`config.mk`:
```
export PLATFORM = sky130hd
export DESIGN_NAME = button_debounce_hat_encoder_unit
export DESIGN_NICKNAME = d
export VERILOG_FILES = /design/src/sv/bdh_pkg.sv /design/src/sv/button_debounce_hat_encoder_unit.sv /design/src/sv/bdh_regs.sv /design/src/sv/bdh_debounce.sv /design/src/sv/bdh_hat_enc.sv
export SDC_FILE = /design/constraint.sdc
export NUM_CORES = 1
export LEC_CHECK = 0
export BUFFER_PORTS_ARGS = -buffer_cell sky130_fd_sc_hd__buf_4
export CAP_MARGIN = 10
export CORE_UTILIZATION = 55
export CTS_CLUSTER_SIZE = 28
export DETAILED_ROUTE_END_ITERATION = 16
export PLACE_DENSITY = 0.74
export SYNTH_ARGS = -nofsm -noshare
export SYNTH_HDL_FRONTEND = slang
export SYNTH_SLANG_ARGS = --single-unit
```
`constraint.sdc`:
```
create_clock -name clk -period 7.65 [get_ports clk]
set_input_delay 0.765 -clock clk [delete_from_list [all_inputs] [get_ports clk]]
set_output_delay 0.765 -clock clk [all_outputs]
set_load 0.02 [all_outputs]
```
`src/sv/bdh_pkg.sv`:
```
// Shared types and constants for the button debounce and hat encoder block.
// Holds the register map, hat codes and the configuration struct.
// No dependencies.
package bdh_pkg;

  localparam int CHANNELS = 16;
  localparam int CH_IDX_W = $clog2(CHANNELS);
  localparam int CNT_W = 4;
  localparam int HAT_W = 4;
  localparam int PADDR_W = 5;
  localparam int PDATA_W = 32;
  localparam int REG_IDX_W = 3;

  // Register indexes (byte address is four times the index).
  localparam logic [REG_IDX_W-1:0] REG_THRESHOLD = 3'd0;
  localparam logic [REG_IDX_W-1:0] REG_HAT_DIS   = 3'd1;
  localparam logic [REG_IDX_W-1:0] REG_HAT_UP    = 3'd2;
  localparam logic [REG_IDX_W-1:0] REG_HAT_DOWN  = 3'd3;
  localparam logic [REG_IDX_W-1:0] REG_HAT_LEFT  = 3'd4;
  localparam logic [REG_IDX_W-1:0] REG_HAT_RIGHT = 3'd5;

  // Hat codes.
  localparam logic [HAT_W-1:0] HAT_UP         = 4'd0;
  localparam logic [HAT_W-1:0] HAT_UP_RIGHT   = 4'd1;
  localparam logic [HAT_W-1:0] HAT_RIGHT      = 4'd2;
  localparam logic [HAT_W-1:0] HAT_DOWN_RIGHT = 4'd3;
  localparam logic [HAT_W-1:0] HAT_DOWN       = 4'd4;
  localparam logic [HAT_W-1:0] HAT_DOWN_LEFT  = 4'd5;
  localparam logic [HAT_W-1:0] HAT_LEFT       = 4'd6;
  localparam logic [HAT_W-1:0] HAT_UP_LEFT    = 4'd7;
  localparam logic [HAT_W-1:0] HAT_NEUTRAL    = 4'd15;

  // Reset values of the configuration registers.
  localparam logic [CNT_W-1:0]    RST_THRESHOLD = 4'd3;
  localparam logic [CH_IDX_W-1:0] RST_HAT_UP    = 4'd0;
  localparam logic [CH_IDX_W-1:0] RST_HAT_DOWN  = 4'd1;
  localparam logic [CH_IDX_W-1:0] RST_HAT_LEFT  = 4'd2;
  localparam logic [CH_IDX_W-1:0] RST_HAT_RIGHT = 4'd3;

  typedef struct packed {
    logic [CNT_W-1:0]    threshold;
    logic                hat_disabled;
    logic [CH_IDX_W-1:0] hat_up;
    logic [CH_IDX_W-1:0] hat_down;
    logic [CH_IDX_W-1:0] hat_left;
    logic [CH_IDX_W-1:0] hat_right;
  } cfg_t;

endpackage

```
`src/sv/button_debounce_hat_encoder_unit.sv`:
```
// Top level of the button debouncer with 8-way hat encoding.
// Depends on bdh_pkg, bdh_regs, bdh_debounce and bdh_hat_enc.
//
//   Channel  Signals                                   Payload
//   input    in_valid / in_ready                       raw_levels[15:0]
//   output   out_valid / out_ready                     buttons[15:0], hat_code[3:0]
//   config   psel penable pwrite paddr pwdata prdata   6 registers at 4*i
//
// One request enters per cycle while in_ready is high. A sample is held in the input
// register, then the debounce update and hat encoding run in one pass into the
// result register, which presents the result once its request has passed both.
// Reset clears the channel state and loads the register defaults.
// A stall at the output holds both stages; in_ready drops only when both are full.
module button_debounce_hat_encoder_unit
  import bdh_pkg::*;
(
  input  logic                clk,
  input  logic                rst,
  input  logic                in_valid,
  output logic                in_ready,
  input  logic [15:0]         raw_levels,
  output logic                out_valid,
  input  logic                out_ready,
  output logic [15:0]         buttons,
  output logic [HAT_W-1:0]    hat_code,
  input  logic                psel,
  input  logic                penable,
  input  logic                pwrite,
  input  logic [PADDR_W-1:0]  paddr,
  input  logic [PDATA_W-1:0]  pwdata,
  output logic [PDATA_W-1:0]  prdata,
  output logic                pready
);

  cfg_t                cfg;
  logic                s1_valid;
  logic [15:0]         s1_levels;
  logic                s1_advance;
  logic [CHANNELS-1:0] deb_next;
  logic [HAT_W-1:0]    hat_next;

  bdh_regs u_regs (
    .clk     (clk),
    .rst     (rst),
    .psel    (psel),
    .penable (penable),
    .pwrite  (pwrite),
    .paddr   (paddr),
    .pwdata  (pwdata),
    .prdata  (prdata),
    .pready  (pready),
    .cfg     (cfg)
  );

  assign s1_advance = s1_valid && (!out_valid || out_ready);
  assign in_ready   = !s1_valid || s1_advance;

  always_ff @(posedge clk) begin
    if (rst) begin
      s1_valid <= 1'b0;
    end else if (in_ready) begin
      s1_valid <= in_valid;
    end
  end

  always_ff @(posedge clk) begin
    if (in_valid && in_ready) begin
      s1_levels <= raw_levels;
    end
  end

  // Levels are active low; the debouncer works on pressed samples.
  bdh_debounce u_debounce (
    .clk       (clk),
    .rst       (rst),
    .step      (s1_advance),
    .sample    (~s1_levels),
    .threshold (cfg.threshold),
    .deb_next  (deb_next)
  );

  bdh_hat_enc u_hat_enc (
    .buttons  (deb_next),
    .cfg      (cfg),
    .hat_code (hat_next)
  );

  always_ff @(posedge clk) begin
    if (rst) begin
      out_valid <= 1'b0;
    end else if (s1_advance) begin
      out_valid <= 1'b1;
    end else if (out_ready) begin
      out_valid <= 1'b0;
    end
  end

  always_ff @(posedge clk) begin
    if (s1_advance) begin
      buttons  <= deb_next;
      hat_code <= hat_next;
    end
  end

endmodule

```
`src/sv/bdh_regs.sv`:
```
// APB-style configuration register file for the debounce and hat encoder.
// Depends on bdh_pkg for the register map and the cfg_t struct.
module bdh_regs
  import bdh_pkg::*;
(
  input  logic               clk,
  input  logic               rst,
  input  logic               psel,
  input  logic               penable,
  input  logic               pwrite,
  input  logic [PADDR_W-1:0] paddr,
  input  logic [PDATA_W-1:0] pwdata,
  output logic [PDATA_W-1:0] prdata,
  output logic               pready,
  output cfg_t               cfg
);

  logic                 wr_en;
  logic [REG_IDX_W-1:0] reg_idx;

  assign pready  = 1'b1;
  assign wr_en   = psel && penable && pwrite;
  assign reg_idx = paddr[PADDR_W-1:2];

  always_ff @(posedge clk) begin
    if (rst) begin
      cfg.threshold    <= RST_THRESHOLD;
      cfg.hat_disabled <= 1'b0;
      cfg.hat_up       <= RST_HAT_UP;
      cfg.hat_down     <= RST_HAT_DOWN;
      cfg.hat_left     <= RST_HAT_LEFT;
      cfg.hat_right    <= RST_HAT_RIGHT;
    end else if (wr_en) begin
      unique case (reg_idx)
        REG_THRESHOLD: cfg.threshold    <= pwdata[CNT_W-1:0];
        REG_HAT_DIS:   cfg.hat_disabled <= pwdata[0];
        REG_HAT_UP:    cfg.hat_up       <= pwdata[CH_IDX_W-1:0];
        REG_HAT_DOWN:  cfg.hat_down     <= pwdata[CH_IDX_W-1:0];
        REG_HAT_LEFT:  cfg.hat_left     <= pwdata[CH_IDX_W-1:0];
        REG_HAT_RIGHT: cfg.hat_right    <= pwdata[CH_IDX_W-1:0];
        default: ;
      endcase
    end
  end

  always_comb begin
    prdata = '0;
    unique case (reg_idx)
      REG_THRESHOLD: prdata[CNT_W-1:0]    = cfg.threshold;
      REG_HAT_DIS:   prdata[0]            = cfg.hat_disabled;
      REG_HAT_UP:    prdata[CH_IDX_W-1:0] = cfg.hat_up;
      REG_HAT_DOWN:  prdata[CH_IDX_W-1:0] = cfg.hat_down;
      REG_HAT_LEFT:  prdata[CH_IDX_W-1:0] = cfg.hat_left;
      REG_HAT_RIGHT: prdata[CH_IDX_W-1:0] = cfg.hat_right;
      default:       prdata = '0;
    endcase
  end

endmodule

```
`src/sv/bdh_debounce.sv`:
```
// Per-channel debounce state: previous sample, stability counter, debounced bit.
// Depends on bdh_pkg for widths. Gives the debounced states after the update.
module bdh_debounce
  import bdh_pkg::*;
(
  input  logic                clk,
  input  logic                rst,
  input  logic                step,
  input  logic [CHANNELS-1:0] sample,
  input  logic [CNT_W-1:0]    threshold,
  output logic [CHANNELS-1:0] deb_next
);

  logic [CHANNELS-1:0] prev_sample;
  logic [CHANNELS-1:0] deb_state;
  logic [CNT_W-1:0]    count [CHANNELS];
  logic [CNT_W-1:0]    count_next [CHANNELS];

  always_comb begin
    for (int i = 0; i < CHANNELS; i++) begin
      // The counter saturates at the threshold, so the increment cannot wrap.
      if (sample[i] == prev_sample[i]) begin
        count_next[i] = (count[i] < threshold) ? count[i] + 1'b1 : count[i];
      end else begin
        count_next[i] = '0;
      end
      deb_next[i] = (count_next[i] >= threshold) ? sample[i] : deb_state[i];
    end
  end

  always_ff @(posedge clk) begin
    if (rst) begin
      prev_sample <= '0;
      deb_state   <= '0;
      for (int i = 0; i < CHANNELS; i++) begin
        count[i] <= '0;
      end
    end else if (step) begin
      prev_sample <= sample;
      deb_state   <= deb_next;
      for (int i = 0; i < CHANNELS; i++) begin
        count[i] <= count_next[i];
      end
    end
  end

endmodule

```
`src/sv/bdh_hat_enc.sv`:
```
// Eight-way hat encoder over four configurable button channels.
// Depends on bdh_pkg for the hat codes and the cfg_t struct.
module bdh_hat_enc
  import bdh_pkg::*;
(
  input  logic [CHANNELS-1:0] buttons,
  input  cfg_t                cfg,
  output logic [HAT_W-1:0]    hat_code
);

  logic u, d, l, r;

  assign u = buttons[cfg.hat_up];
  assign d = buttons[cfg.hat_down];
  assign l = buttons[cfg.hat_left];
  assign r = buttons[cfg.hat_right];

  always_comb begin
    if (cfg.hat_disabled) begin
      hat_code = HAT_NEUTRAL;
    end else begin
      case ({u, d, l, r})
        4'b1000: hat_code = HAT_UP;
        4'b1001: hat_code = HAT_UP_RIGHT;
        4'b0001: hat_code = HAT_RIGHT;
        4'b0101: hat_code = HAT_DOWN_RIGHT;
        4'b0100: hat_code = HAT_DOWN;
        4'b0110: hat_code = HAT_DOWN_LEFT;
        4'b0010: hat_code = HAT_LEFT;
        4'b1010: hat_code = HAT_UP_LEFT;
        default: hat_code = HAT_NEUTRAL;
      endcase
    end
  end

endmodule
```
==> flow_summary.rst, run 1 <==
.. list-table::
   :header-rows: 1

   * - Metric
     - Value
   * - Number of hold buffers added after cts
     - 0
   * - Global-route congestion overflow total
     - 0
   * - Required time of the worst setup path
     - 7810 ps
   * - Headroom to the max-slew limit
     - 0.2173
   * - Worst setup path startpoint
     - u_regs.cfg[18]
   * - Critical path endpoint category
     - flip-flop
   * - Final count of pins violating max slew
     - 0
   * - First-pass GRT wire length
     - 37,350 microns
   * - Final nets
     - around 1,300
   * - Power share of the clock group
     - 0.339
   * - Area of the core
     - 0.01877 sq mm
   * - Maximum number of pins on one net before global-route repair
     - 69
   * - Share of cells above drive strength 1
     - 0.1252
   * - Power per Cell Area
     - roughly 200 mW/mm^2
   * - Count of port buffers added during placement
     - 55
   * - Number of buffers created by CTS
     - 17
   * - Layout-stage area growth over the synthesis result
     - 10.12%
   * - Initial antenna violation count
     - 0
   * - Count of unresolved DRC violations after routing
     - 0
   * - Setup repair after global routing missed its margin
     - false
   * - Worst-case hold slack
     - 455.7 ps
   * - Worst min path class
     - flip-flop to flip-flop
   * - Sequential area share after synthesis
     - 0.3872
   * - Share of power burned in registers
     - 0.428
   * - Sw Share
     - 0.3015
   * - Total GRT Usage
     - 0.2421
   * - Count of standard-cell rows
     - 50
   * - Count of endpoints failing setup in the final report
     - 0
   * - Slew at the pin closest to its max-slew limit
     - 1174 ps
   * - CTS HTree Levels
     - 4
   * - Most numerous cell types in the synthesized netlist
     - sky130_fd_sc_hd__ha_1, sky130_fd_sc_hd__nor2_1, sky130_fd_sc_hd__edfxtp_1, sky130_fd_sc_hd__nand2_1, sky130_fd_sc_hd__dfxtp_1
   * - Final Routed Wirelength
     - 22,930 microns
   * - Ys async rst share
     - 0
   * - Number of vias in the routed layout
     - 7,772
   * - Die H
     - between 100 and 150 microns
   * - Critical path class
     - flip-flop to flip-flop
   * - Minimum setup slack in the final design
     - between 1500 and 2000 ps
   * - Maximum fanout along the worst path
     - 20
   * - Layout Skew
     - between 9 and 10 ps
   * - Number of sinks driven by the clock tree
     - 155
   * - Startpoint Class
     - flip-flop
   * - Count of buffers added by post-CTS timing repair for setup
     - 0
   * - Psw
     - 0.7068 mW
   * - Peak ir drop on the vdd network
     - 0.1710 mV
   * - Largest cells by area after synthesis
     - sky130_fd_sc_hd__edfxtp_1, sky130_fd_sc_hd__ha_1, sky130_fd_sc_hd__dfxtp_1
   * - Number of synthesized register bits
     - between 150 and 200
   * - Initial standard-cell utilization of the core
     - 0.5648
   * - Syn. warnings
     - 0
   * - Hold Vio Cnt, Final
     - 0
   * - Worst Reg2Reg Path Length in Cells
     - 20
   * - Setup TNS
     - 0 ps
   * - Number of flops mapped to enable cells by yosys
     - 100
   * - Number of nets with antenna violations after routing
     - 0
   * - Via density per instance
     - slightly below 6
   * - Relative contribution of combinational cells to total power
     - 0.233
   * - Result of the run
     - completed
   * - Clock-pin transition on the worst setup and hold timing paths
     - ~70 ps
   * - Die Footprint
     - 0.01983 sq mm
   * - Post-synthesis cell area
     - 0.01060 sq mm
   * - Post-synthesis instance total
     - slightly above 1,000
   * - Number of optimization iterations in the first detailed-route pass
     - 5
   * - Global placer's final weighted congestion
     - about 0.84
   * - Vias in the first global route
     - ~7,500
   * - Critical path capture point
     - hat_code[0]
   * - Cell variety after synth
     - 80
   * - Setup slack at placement
     - 1688 ps
   * - Beginning of the worst register-to-register path
     - u_regs.cfg[18]
   * - Library cell with the largest summed area after synthesis
     - sky130_fd_sc_hd__edfxtp_1
   * - Internal power consumption
     - roughly 1.6 mW
   * - Critical path data arrival time
     - 6170 ps
   * - Cells resized by post-CTS repair
     - 0
   * - Top-area cell type share of the netlist area
     - 0.2833
   * - 1st-iter DRT viols
     - 523
   * - Min Clock Period, post-route
     - between 6000 and 7000 ps
   * - Leakage dissipation
     - between 4 and 5 nW
   * - Clock insertion delay at the later pin of the skew report
     - 440 ps
   * - Antenna cell count
     - 0
   * - Setup slack on the worst flop-to-flop path
     - 1630 ps
   * - Most frequently used flop master after synthesis
     - sky130_fd_sc_hd__edfxtp_1
   * - Number of max-cap violations
     - 0
   * - Die X
     - approximately 140 microns
   * - Library cell with the highest instance count after synthesis
     - sky130_fd_sc_hd__ha_1
   * - Part of the cycle the worst path needs
     - 0.7863
   * - Top achievable clock speed
     - approximately 170 MHz
   * - I/O Pins
     - 115
   * - Detailed placement HPWL
     - around 15,000 microns
   * - Average instance area after synthesis
     - just over 10 sq um
   * - Average wire per cell in the routed design
     - 17.27 microns
   * - Clock tree root buffer cell
     - sky130_fd_sc_hd__clkbuf_16
   * - Terminus of the critical flop-to-flop path
     - hat_code[0]
   * - CTS tree
     - done
   * - Worst-case clock buffer depth
     - 2
area by class of cell:
class,count,area [sq um]
Clock inverter,10,63.81
Multi-Input combinational cell,814,6126
Clock buffer,21,481.7
Sequential cell,155,4104
Inverter,27,101.3
Tap cell,234,292.8
Timing Repair Buffer,67,503.0
Fill cell,1567,7096
worst min path at each step:
stage,start,to,slack [ps],depth (start not counted)
finish,u_debounce.deb_state[1],u_debounce.deb_state[1],460,2
global route,u_debounce.deb_state[14],u_debounce.deb_state[14],480,2
detailed placement,u_debounce.deb_state[14],u_debounce.deb_state[14],450,2
global placement,u_debounce.deb_state[14],u_debounce.deb_state[14],440,2
floorplan,u_debounce.deb_state[14],u_debounce.deb_state[14],430,2
CTS,u_debounce.deb_state[14],u_debounce.deb_state[14],460,2
power groups by stage:
stage	registers [mW]	logic [mW]	clock network, mW
CTS	1.00	0.546	0.805
global placement	1.02	0.523	0
global route	1.01	0.606	0.838
floorplan	1.02	0.408	0
detailed placement	1.02	0.539	0
finish	1.00	0.545	0.795
worst max-delay path: stages, from the launching register on:
cell	delay, ps
sky130_fd_sc_hd__dfxtp_1	330
sky130_fd_sc_hd__inv_1	450
sky130_fd_sc_hd__buf_4	450
sky130_fd_sc_hd__ha_1	300
sky130_fd_sc_hd__a21o_1	160
sky130_fd_sc_hd__a21o_1	170
sky130_fd_sc_hd__a21oi_1	360
sky130_fd_sc_hd__nand4_1	170
sky130_fd_sc_hd__xor2_1	230
sky130_fd_sc_hd__nor2_1	80
sky130_fd_sc_hd__ha_1	290
sky130_fd_sc_hd__o21ai_0	80
sky130_fd_sc_hd__o21bai_1	180
sky130_fd_sc_hd__mux2i_1	560
sky130_fd_sc_hd__mux4_4	430
sky130_fd_sc_hd__nor2_1	50
sky130_fd_sc_hd__nor4_2	500
sky130_fd_sc_hd__ha_1	340
sky130_fd_sc_hd__a211o_1	240
sky130_fd_sc_hd__a311oi_1	270
sky130_fd_sc_hd__a41oi_1	90
cells in the final DEF (no fill, tap or decap), types with 4 or more instances in the layout:
| cell | n |
|---|---|
| sky130_fd_sc_hd__ha_1 | 131 |
| sky130_fd_sc_hd__nor2_1 | 114 |
| sky130_fd_sc_hd__edfxtp_1 | 100 |
| sky130_fd_sc_hd__buf_4 | 67 |
| sky130_fd_sc_hd__nand2_1 | 62 |
| sky130_fd_sc_hd__dfxtp_1 | 55 |
| sky130_fd_sc_hd__nor3_1 | 54 |
| sky130_fd_sc_hd__xor2_1 | 48 |
| sky130_fd_sc_hd__nand2b_1 | 47 |
| sky130_fd_sc_hd__mux2i_1 | 39 |
| sky130_fd_sc_hd__a21oi_1 | 37 |
| sky130_fd_sc_hd__a21o_1 | 33 |
| sky130_fd_sc_hd__conb_1 | 29 |
| sky130_fd_sc_hd__inv_1 | 25 |
| sky130_fd_sc_hd__a211oi_1 | 25 |
| sky130_fd_sc_hd__clkbuf_16 | 18 |
| sky130_fd_sc_hd__nand4_1 | 17 |
| sky130_fd_sc_hd__xnor2_1 | 16 |
| sky130_fd_sc_hd__o21ai_0 | 11 |
| sky130_fd_sc_hd__o21a_1 | 10 |
| sky130_fd_sc_hd__nand3_1 | 9 |
| sky130_fd_sc_hd__a211o_1 | 8 |
| sky130_fd_sc_hd__a31oi_1 | 8 |
| sky130_fd_sc_hd__nor2b_1 | 7 |
| sky130_fd_sc_hd__o21bai_1 | 7 |
| sky130_fd_sc_hd__o22ai_1 | 7 |
| sky130_fd_sc_hd__or3_1 | 6 |
| sky130_fd_sc_hd__and3_1 | 5 |
| sky130_fd_sc_hd__mux4_2 | 5 |
| sky130_fd_sc_hd__inv_4 | 4 |
flip-flops by register name, summed over array words and instances, names as in the netlist:
register and flops:
u_debounce.count 64, u_regs.cfg 21, buttons 16, s1_levels 16, u_debounce.deb_state 16, u_debounce.prev_sample 16, hat_code 4, out_valid 1
s1_valid 1
per-stage QoR:
stage / total power [mW] / std cells / util / cell area [sq um]
after floorplan: 1.432 / 1060 / - / 10700
after global placement: 1.542 / 1297 / 0.5929 / 11130
after detailed placement: 1.560 / 1297 / 0.5929 / 11130
after CTS: 2.354 / 1328 / 0.6219 / 11670
after global routing: 2.455 / 1328 / 0.6219 / 11670
final: 2.344 / 1328 / 0.6219 / 11670
layer usage:
layer	routed length (microns)	vias up	track usage
met5	0	-	0
met4	645	0	0.09497
met3	837	43	0.04314
met2	10930	185	0.4087
met1	10520	3692	0.3084
li1	-	3852	-
cells by family (layout without fill, tap and decap cells):
kind of cell | count (synthesis) | after routing | share of synthesized area
flip-flops | 155 | 155 | 0.3872
other | 2 | 29 | 0.0007085
multiplexers | 50 | 50 | 0.05807
adder cells (fa/ha/maj) | 131 | 131 | 0.1546
buffers and inverters | 91 | 125 | 0.04474
AND/OR/NAND/NOR | 346 | 346 | 0.1602
AO/OA/AOI/OAI | 194 | 194 | 0.1416
XOR/XNOR | 64 | 64 | 0.05288
(Power assumes the default switching activity.)
==> inputs of run 2 (changes only) <==
- clock period: 7.65 -> 5.6 ns (I/O delays scaled with it)
==> run 2 against run 1 <==
Register-to-register slack worse by 1300 ps. Global-route usage is 0.30 points lower. Power is 38% higher. Worst setup slack lost 1300 ps. Count of clock-buffer cells in the layout up 2. Sequential power grew 37%. Sequential share of layout area decreased by 0.22 points. Non-clock buffer count is 1 higher. Hold slack got worse by 150 ps. Core utilization is 0.39 points higher. Largest power group unchanged. Highest routed layer unchanged.
==> flow_summary.rst, run 2 (synthesized netlist as in run 1, its figures left out) <==
.. list-table::
   :header-rows: 1

   * - Metric
     - Value
   * - Count of unresolved DRC violations after routing
     - 0 (unchanged)
   * - Number of hold buffers added after cts
     - 0 (unchanged)
   * - Number of max-cap violations
     - 0 (unchanged)
   * - Placed instance area
     - 0.01116 sq mm (+0.34%)
   * - Worst min path class
     - primary input to flip-flop
   * - Clock tree root buffer cell
     - sky130_fd_sc_hd__clkbuf_16
   * - Number of vias in the routed layout
     - 7,746 (-0.33%)
   * - Via density per instance
     - 5.824 (-0.48%)
   * - Worst path max stage delay
     - 470 ps (-90 ps)
   * - Min Clock Period, post-route
     - 5267 ps (-747.9 ps)
   * - Critical path endpoint category
     - flip-flop
   * - Startpoint Class
     - flip-flop
   * - Average wire per cell in the routed design
     - 17.00 microns (-1.5%)
   * - Initial antenna violation count
     - 0 (unchanged)
   * - Vias in the first global route
     - 7,372 (-2.2%)
   * - Worst-case clock buffer depth
     - 2 (unchanged)
   * - Count of standard-cell rows
     - 50 (unchanged)
   * - Share of power burned in registers
     - 0.426 (-0.002)
   * - Slew at the pin closest to its max-slew limit
     - 1129 ps (-45.18 ps)
   * - Count of endpoints failing setup in the final report
     - 0 (unchanged)
   * - Critical path data arrival time
     - 5420 ps (-750 ps)
   * - Count of port buffers added during placement
     - 55 (unchanged)
   * - I/O Pins
     - 115 (unchanged)
   * - Worst Hold Path Cells
     - 1 (-1)
   * - Initial standard-cell utilization of the core
     - 0.5648 (unchanged)
   * - Post-route design area
     - 0.01175 sq mm (+0.63%)
   * - Setup TNS
     - 0 ps (unchanged)
   * - Ordered list of cells on the worst path
     - inv_1, buf_12, ha_1, a21o_1, a21o_1, a21oi_1, nand4_1, xor2_1, nor2_1, ha_1, o21ai_0, o21bai_1, mux2i_2, mux4_2, nor3b_2, nor4_2, ha_1, a211o_1, a311oi_1, a31oi_1
   * - Layout Skew
     - 6.655 ps (-2.780 ps)
   * - Antenna cell count
     - 0 (unchanged)
   * - Detailed placement HPWL
     - 15,040 microns (-0.90%)
   * - Bufs and invs on worst path
     - 2 (unchanged)
   * - Non-filler cells, final
     - 1,330 (+0.15%)
   * - Worst setup path startpoint
     - u_regs.cfg[18]
   * - Share of cells above drive strength 1
     - 0.1268 (+0.001596)
   * - Beginning of the worst register-to-register path
     - u_regs.cfg[18]
   * - Maximum number of pins on one net before global-route repair
     - 82 (+19%)
   * - Minimum setup slack in the final design
     - 332.5 ps (-1302 ps)
   * - Peak ir drop on the vdd network
     - 0.2097 mV (+23%)
   * - Total Power Consumption
     - 3.226 mW (+38%)
   * - Most frequent cell on the critical path
     - sky130_fd_sc_hd__ha_1
   * - Die Footprint
     - 0.01983 sq mm (unchanged)
   * - Cell family contributing the most delay on the critical path
     - compound AO/OA/AOI/OAI gates
   * - Number of buffers created by CTS
     - 17 (unchanged)
   * - Maximum fanout along the worst path
     - 32 (+60%)
   * - Sw Share
     - 0.2864 (-0.01513)
   * - Psw
     - 0.9238 mW (+31%)
   * - Slowest cell on the critical path
     - sky130_fd_sc_hd__nor4_2
   * - Critical path class
     - flip-flop to flip-flop
   * - Part of the cycle the worst path needs
     - 0.9406 (+0.1543)
   * - Setup slack at placement
     - 354.6 ps (-1334 ps)
   * - Layout-stage area growth over the synthesis result
     - 10.81%
   * - Die H
     - 140.8 microns (unchanged)
   * - Power share of the clock group
     - 0.343 (+0.004)
   * - Final count of pins violating max slew
     - 0 (unchanged)
   * - Die X
     - 140.8 microns (unchanged)
   * - Worst min-delay path startpoint
     - raw_levels[1]
   * - Headroom to the max-slew limit
     - 0.2474 (+0.03012)
   * - Area of the core
     - 0.01877 sq mm (unchanged)
   * - Hold Vio Cnt, Final
     - 0 (unchanged)
   * - Largest registers
     - u_debounce.count x64, u_regs.cfg x21
   * - Leakage dissipation
     - 4.981 nW (+0.71%)
   * - Final Routed Wirelength
     - 22,620 microns (-1.4%)
   * - Top achievable clock speed
     - 189.8 MHz (+14%)
   * - Setup repair after global routing missed its margin
     - false
   * - Most common cell after layout, fill and taps aside
     - sky130_fd_sc_hd__ha_1
   * - Number of optimization iterations in the first detailed-route pass
     - 5 (unchanged)
   * - Worst-case hold slack
     - 308.4 ps (-147.4 ps)
   * - Power per Cell Area
     - 274.6 mW/mm^2 (+37%)
   * - Largest Register
     - u_debounce.count
   * - 1st-iter DRT viols
     - 532 (+1.7%)
   * - End-of-flow core utilization
     - 0.6259 (+0.003934)
   * - Clock-pin transition on the worst setup and hold timing paths
     - 60 ps (about the same)
   * - Required time of the worst setup path
     - 5750 ps (-2060 ps)
   * - Global-route congestion overflow total
     - 0 (unchanged)
   * - Relative contribution of combinational cells to total power
     - 0.230 (-0.003)
   * - Clock insertion delay at the later pin of the skew report
     - 430 ps (about the same)
   * - CTS tree
     - done
   * - Number of sinks driven by the clock tree
     - 155 (unchanged)
   * - Crit path depth
     - 20 (unchanged)
   * - Internal power consumption
     - 2.302 mW (+41%)
   * - Number of flip-flops in the largest register
     - 64 (unchanged)
   * - Instance count after placement with tap cells included
     - 1,297 (unchanged)
   * - Layout fillers
     - 1,543 (-1.5%)
   * - First-pass GRT wire length
     - 37,000 microns (-0.92%)
   * - Number of nets with antenna violations after routing
     - 0 (unchanged)
   * - Global placer's final weighted congestion
     - 0.8671 (+3.8%)
   * - Worst Reg2Reg Path Length in Cells
     - 20 (unchanged)
   * - Result of the run
     - completed
   * - CTS HTree Levels
     - 4 (unchanged)
   * - Total GRT Usage
     - 0.2391 (-0.003027)
   * - Final nets
     - 1,274 (+0.079%)
   * - Most frequent cells in the layout
     - sky130_fd_sc_hd__ha_1, sky130_fd_sc_hd__nor2_1, sky130_fd_sc_hd__edfxtp_1, sky130_fd_sc_hd__buf_4, sky130_fd_sc_hd__nand2_1
## run 2: per-layer routing
metal / track usage / part of all wire
met3: 0.04076 / 0.048
met1: 0.3212 / 0.46
met4: 0.06178 / 0.012
met5: 0 / 0
met2: 0.3998 / 0.48
## run 2: worst paths after layout
| path | slack [ps] | endpoint |
|---|---|---|
| max | 330 | hat_code[3] |
| min | 310 | s1_levels[1] |
| max reg2reg | 330 | hat_code[3] |
| min reg2reg | 460 | u_debounce.deb_state[1] |
## run 2: area by class of cell
type,count,area (sq um),area share
clock inverters,9,95.09,0.008095
inverters,27,101.3,0.008628
flip-flops and latches,155,4104,0.3494
clock buffers,23,467.9,0.03984
repair buffers,68,545.5,0.04644
well taps,234,292.8,0.02493
multi-input cells,814,6140,0.5227
## run 2: power by group through the flow
stage	clock, mW	combinational [mW]	sequential [mW]
after detailed placement	0	0.732	1.40
after global routing	1.17	0.826	1.38
after global placement	0	0.710	1.40
after CTS	1.12	0.740	1.37
final	1.11	0.743	1.37
after floorplan	0	0.557	1.40
## run 2: what timing repair did
action	4_1_cts	5_1_grt
hold endpoints to repair	0	0
gates resized for setup	0	4
endpoints found under the setup margin	0	2
setup buffers	0	0
==> inputs of run 3 (changes only) <==
- PLACE_DENSITY: 0.74 -> 0.73
- SYNTH_HIERARCHICAL: default -> 1
==> run 3 against run 2 <==
Non-clock buffer count rose by 2. Count of clock-buffer cells in the layout shrank 6. Core utilization is 1.6 points lower. Critical path depth down 4. Synthesized area up 23%. Die area is 23% higher. Cell area up 21%. Global-route usage grew 0.40 points. Cell count up 24%. Critical path type unchanged.
==> flow_summary.rst, run 3 <==
.. list-table::
   :header-rows: 1

   * - Metric
     - Value
   * - Most frequent cells in the layout
     - sky130_fd_sc_hd__mux2i_1, sky130_fd_sc_hd__ha_1, sky130_fd_sc_hd__edfxtp_1, sky130_fd_sc_hd__nand2_1, sky130_fd_sc_hd__nand3_1
   * - Hold Vio Cnt, Final
     - 0 (unchanged)
   * - Result of the run
     - completed
   * - Number of hold buffers added after cts
     - 0 (unchanged)
   * - Antenna cell count
     - 0 (unchanged)
   * - Number of synthesized register bits
     - 155 (unchanged)
   * - Global-route congestion overflow total
     - 0 (unchanged)
   * - Largest cells by area after synthesis
     - sky130_fd_sc_hd__edfxtp_1, sky130_fd_sc_hd__ha_1, sky130_fd_sc_hd__mux2i_1
   * - Count of port buffers added during placement
     - 55 (unchanged)
   * - Min Clock Period, post-route
     - 5161 ps (-106.9 ps)
   * - End-of-flow core utilization
     - 0.6095 (-0.01632)
   * - Average instance area after synthesis
     - 10.24 sq um (-0.24%)
   * - Required time of the worst setup path
     - 5860 ps (+110 ps)
   * - Layout-stage area growth over the synthesis result
     - 9.288%
   * - Minimum setup slack in the final design
     - 439.4 ps (+106.9 ps)
   * - Non-filler cells, final
     - 1,643 (+24%)
   * - Ordered list of cells on the worst path
     - inv_1, buf_12, ha_1, o211a_1, nor4b_1, mux2i_1, ha_1, o211ai_1, o21ai_0, mux2_2, mux4_2, mux4_2, inv_1, ha_1, mux2_4, a32oi_1
   * - Worst path max stage delay
     - 620 ps (+150 ps)
   * - Global placer's final weighted congestion
     - 0.8657 (-0.16%)
   * - Top achievable clock speed
     - 193.8 MHz (+2.1%)
   * - Headroom to the max-slew limit
     - 0.2054 (-0.04202)
   * - Worst Hold Path Cells
     - 1 (unchanged)
   * - Most common cell after layout, fill and taps aside
     - sky130_fd_sc_hd__mux2i_1
   * - Top-area cell type share of the netlist area
     - 0.2301 (-0.05322)
   * - Cells resized by post-CTS repair
     - 0 (unchanged)
   * - Number of vias in the routed layout
     - 9,838 (+27%)
   * - Initial standard-cell utilization of the core
     - 0.5577 (-0.007058)
   * - Setup slack on the worst flop-to-flop path
     - 440 ps (+110 ps)
   * - Die Footprint
     - 0.02435 sq mm (+23%)
   * - Count of buffers added by post-CTS timing repair for setup
     - 0 (unchanged)
   * - Sequential area share after synthesis
     - 0.3144 (-0.07274)
   * - Leakage dissipation
     - 5.707 nW (+15%)
   * - Met2 usage in global routing
     - 0.3935 (-0.006348)
   * - Ys async rst share
     - 0 (unchanged)
   * - CTS tree
     - done
   * - Count of endpoints failing setup in the final report
     - 0 (unchanged)
   * - Via density per instance
     - 5.988 (+2.8%)
   * - Synth Area in Compound Gates
     - 0.1231 (-0.01856)
   * - Layout Skew
     - 13.42 ps (+6.763 ps)
   * - Number of flip-flops in the largest register
     - 64 (unchanged)
   * - Largest Register
     - u_debounce/count
   * - Setup TNS
     - 0 ps (unchanged)
   * - Most frequent cell on the critical path
     - sky130_fd_sc_hd__ha_1
   * - Bufs and invs on worst path
     - 3 (+1)
   * - Clock tree root buffer cell
     - sky130_fd_sc_hd__clkbuf_16
   * - Final Routed Wirelength
     - 28,890 microns (+28%)
   * - Library cell with the highest instance count after synthesis
     - sky130_fd_sc_hd__mux2i_1
   * - Most numerous cell types in the synthesized netlist
     - sky130_fd_sc_hd__mux2i_1, sky130_fd_sc_hd__ha_1, sky130_fd_sc_hd__edfxtp_1, sky130_fd_sc_hd__nand2_1, sky130_fd_sc_hd__nand3_1
   * - Total GRT Usage
     - 0.2430 (+0.003964)
   * - Part of the cycle the worst path needs
     - 0.9215 (-0.01909)
   * - Die H
     - 156.1 microns (+11%)
   * - Crit path depth
     - 16 (-20%)
   * - Grt peak-use layer
     - met2
   * - Post-synthesis cell area
     - 0.01305 sq mm (+23%)
   * - Fraction of met3 tracks used by global routing
     - 0.03583 (-0.004928)
   * - Critical path data arrival time
     - 5420 ps (about the same)
   * - Share of cells above drive strength 1
     - 0.1450 (+0.01819)
   * - Maximum fanout along the worst path
     - 32 (unchanged)
   * - Detailed placement HPWL
     - 19,270 microns (+28%)
   * - Number of max-cap violations
     - 0 (unchanged)
   * - Setup repair after global routing missed its margin
     - false
   * - Clock insertion delay at the later pin of the skew report
     - 430 ps (about the same)
   * - Startpoint Class
     - flip-flop
   * - Die X
     - 156.1 microns (+11%)
   * - Worst-case hold slack
     - 303.8 ps (-4.531 ps)
   * - Total Power Consumption
     - 3.422 mW (+6.1%)
   * - Initial antenna violation count
     - 0 (unchanged)
   * - Cell family contributing the most delay on the critical path
     - multiplexers
   * - Final count of pins violating max slew
     - 0 (unchanged)
   * - Worst Reg2Reg Path Length in Cells
     - 16 (-20%)
   * - Layout fillers
     - 1,979 (+28%)
   * - Maximum number of pins on one net before global-route repair
     - 69 (-16%)
   * - Average wire per cell in the routed design
     - 17.58 microns (+3.4%)
   * - I/O Pins
     - 115 (unchanged)
   * - Number of flops mapped to enable cells by yosys
     - 100 (unchanged)
   * - Worst-case clock buffer depth
     - 2 (unchanged)
   * - Number of sinks driven by the clock tree
     - 155 (unchanged)
   * - Post-route design area
     - 0.01426 sq mm (+21%)
   * - Dominant combinational cell family by area after synthesis
     - simple AND/OR/NAND/NOR gates
   * - Mux cell area share after synthesis
     - 0.1734 (+0.1153)
   * - Vias in the first global route
     - 9,415 (+28%)
   * - Critical path class
     - flip-flop to flip-flop
   * - CTS HTree Levels
     - 4 (unchanged)
   * - Slowest cell on the critical path
     - sky130_fd_sc_hd__nor4b_1
   * - Adder-Cell Fraction of Synth Area
     - 0.1256 (-0.02905)
   * - First-pass GRT wire length
     - 47,170 microns (+27%)
   * - Count of standard-cell rows
     - 56 (+12%)
   * - Clock-pin transition on the worst setup and hold timing paths
     - 70 ps (about the same)
   * - Worst min path class
     - primary input to flip-flop
   * - Setup slack at placement
     - 527.8 ps (+173.2 ps)
   * - Placed instance area
     - 0.01368 sq mm (+23%)
   * - Post-synthesis instance total
     - 1,275 (+23%)
   * - Peak ir drop on the vdd network
     - 0.2146 mV (+2.4%)
   * - Syn. warnings
     - 6 (+6)
   * - Number of buffers created by CTS
     - 17 (unchanged)
   * - Power per Cell Area
     - 239.9 mW/mm^2 (-13%)
   * - Library cell with the largest summed area after synthesis
     - sky130_fd_sc_hd__edfxtp_1
   * - Number of nets with antenna violations after routing
     - 0 (unchanged)
   * - Final nets
     - 1,502 (+18%)
   * - Critical path endpoint category
     - flip-flop
   * - Met1 Use GR
     - 0.3257 (+0.004499)
   * - Area of the core
     - 0.02340 sq mm (+25%)
   * - Most frequently used flop master after synthesis
     - sky130_fd_sc_hd__edfxtp_1
   * - Cell variety after synth
     - 61 (-24%)
   * - Post-synthesis share of cell area spent on and, or, nand and nor gates
     - 0.1975 (+0.03729)
   * - 1st-iter DRT viols
     - 623 (+17%)
   * - Number of optimization iterations in the first detailed-route pass
     - 9 (+4)
   * - Synthesized-area fraction occupied by xor and xnor cells
     - 0.01476 (-0.03812)
   * - Slew at the pin closest to its max-slew limit
     - 1183 ps (+54.52 ps)
   * - Largest registers
     - u_debounce/count x64, u_regs/cfg x21
   * - Count of unresolved DRC violations after routing
     - 0 (unchanged)
   * - Instance count after placement with tap cells included
     - 1,610 (+24%)
run 3: cell types whose count changed in the layout (fill, tap and decap cells not counted), sizes merged, moves of 35 or more:
cell,before,now
nand3b,2,44
mux2i,42,144
nand3,9,85
nor2,117,33
xor2,48,6
inv,26,61
run 3: final timing paths:
check,startpoint,to
worst max-delay path,u_regs/cfg[18],hat_code[0]
worst min-delay path,raw_levels[14],s1_levels[14]
worst max register to register,u_regs/cfg[18],hat_code[0]
worst min register to register,s1_valid,out_valid
run 3: cells by family after synthesis:
family	Yosys count
buf+inv	138
other cells	2
simple gates	449
mux	193
flops	155
fa+ha+maj	131
compound gates	185
xor+xnor	22
run 3: metal layers:
layer | part of all wire | wire length, microns
met5 | 0 | 0
met4 | 0.030 | 858
met3 | 0.043 | 1229
met2 | 0.47 | 13480
met1 | 0.46 | 13320
run 3: cell type report:
type                       count  area, sq um  share of cell area
tap                          319        399.1             0.02798
inverter                      58        217.7             0.01526
sequential                   155         4104              0.2877
multi-input combinational   1009         8396              0.5885
clock inverter                15        147.6             0.01035
clock buffer                  17        425.4             0.02982
timing repair buffer          70        575.6             0.04035
run 3: where the power goes:
part	internal (mW)	switching, mW
clock	0.656	0.493
sequential	1.31	0.0779
combinational	0.378	0.503
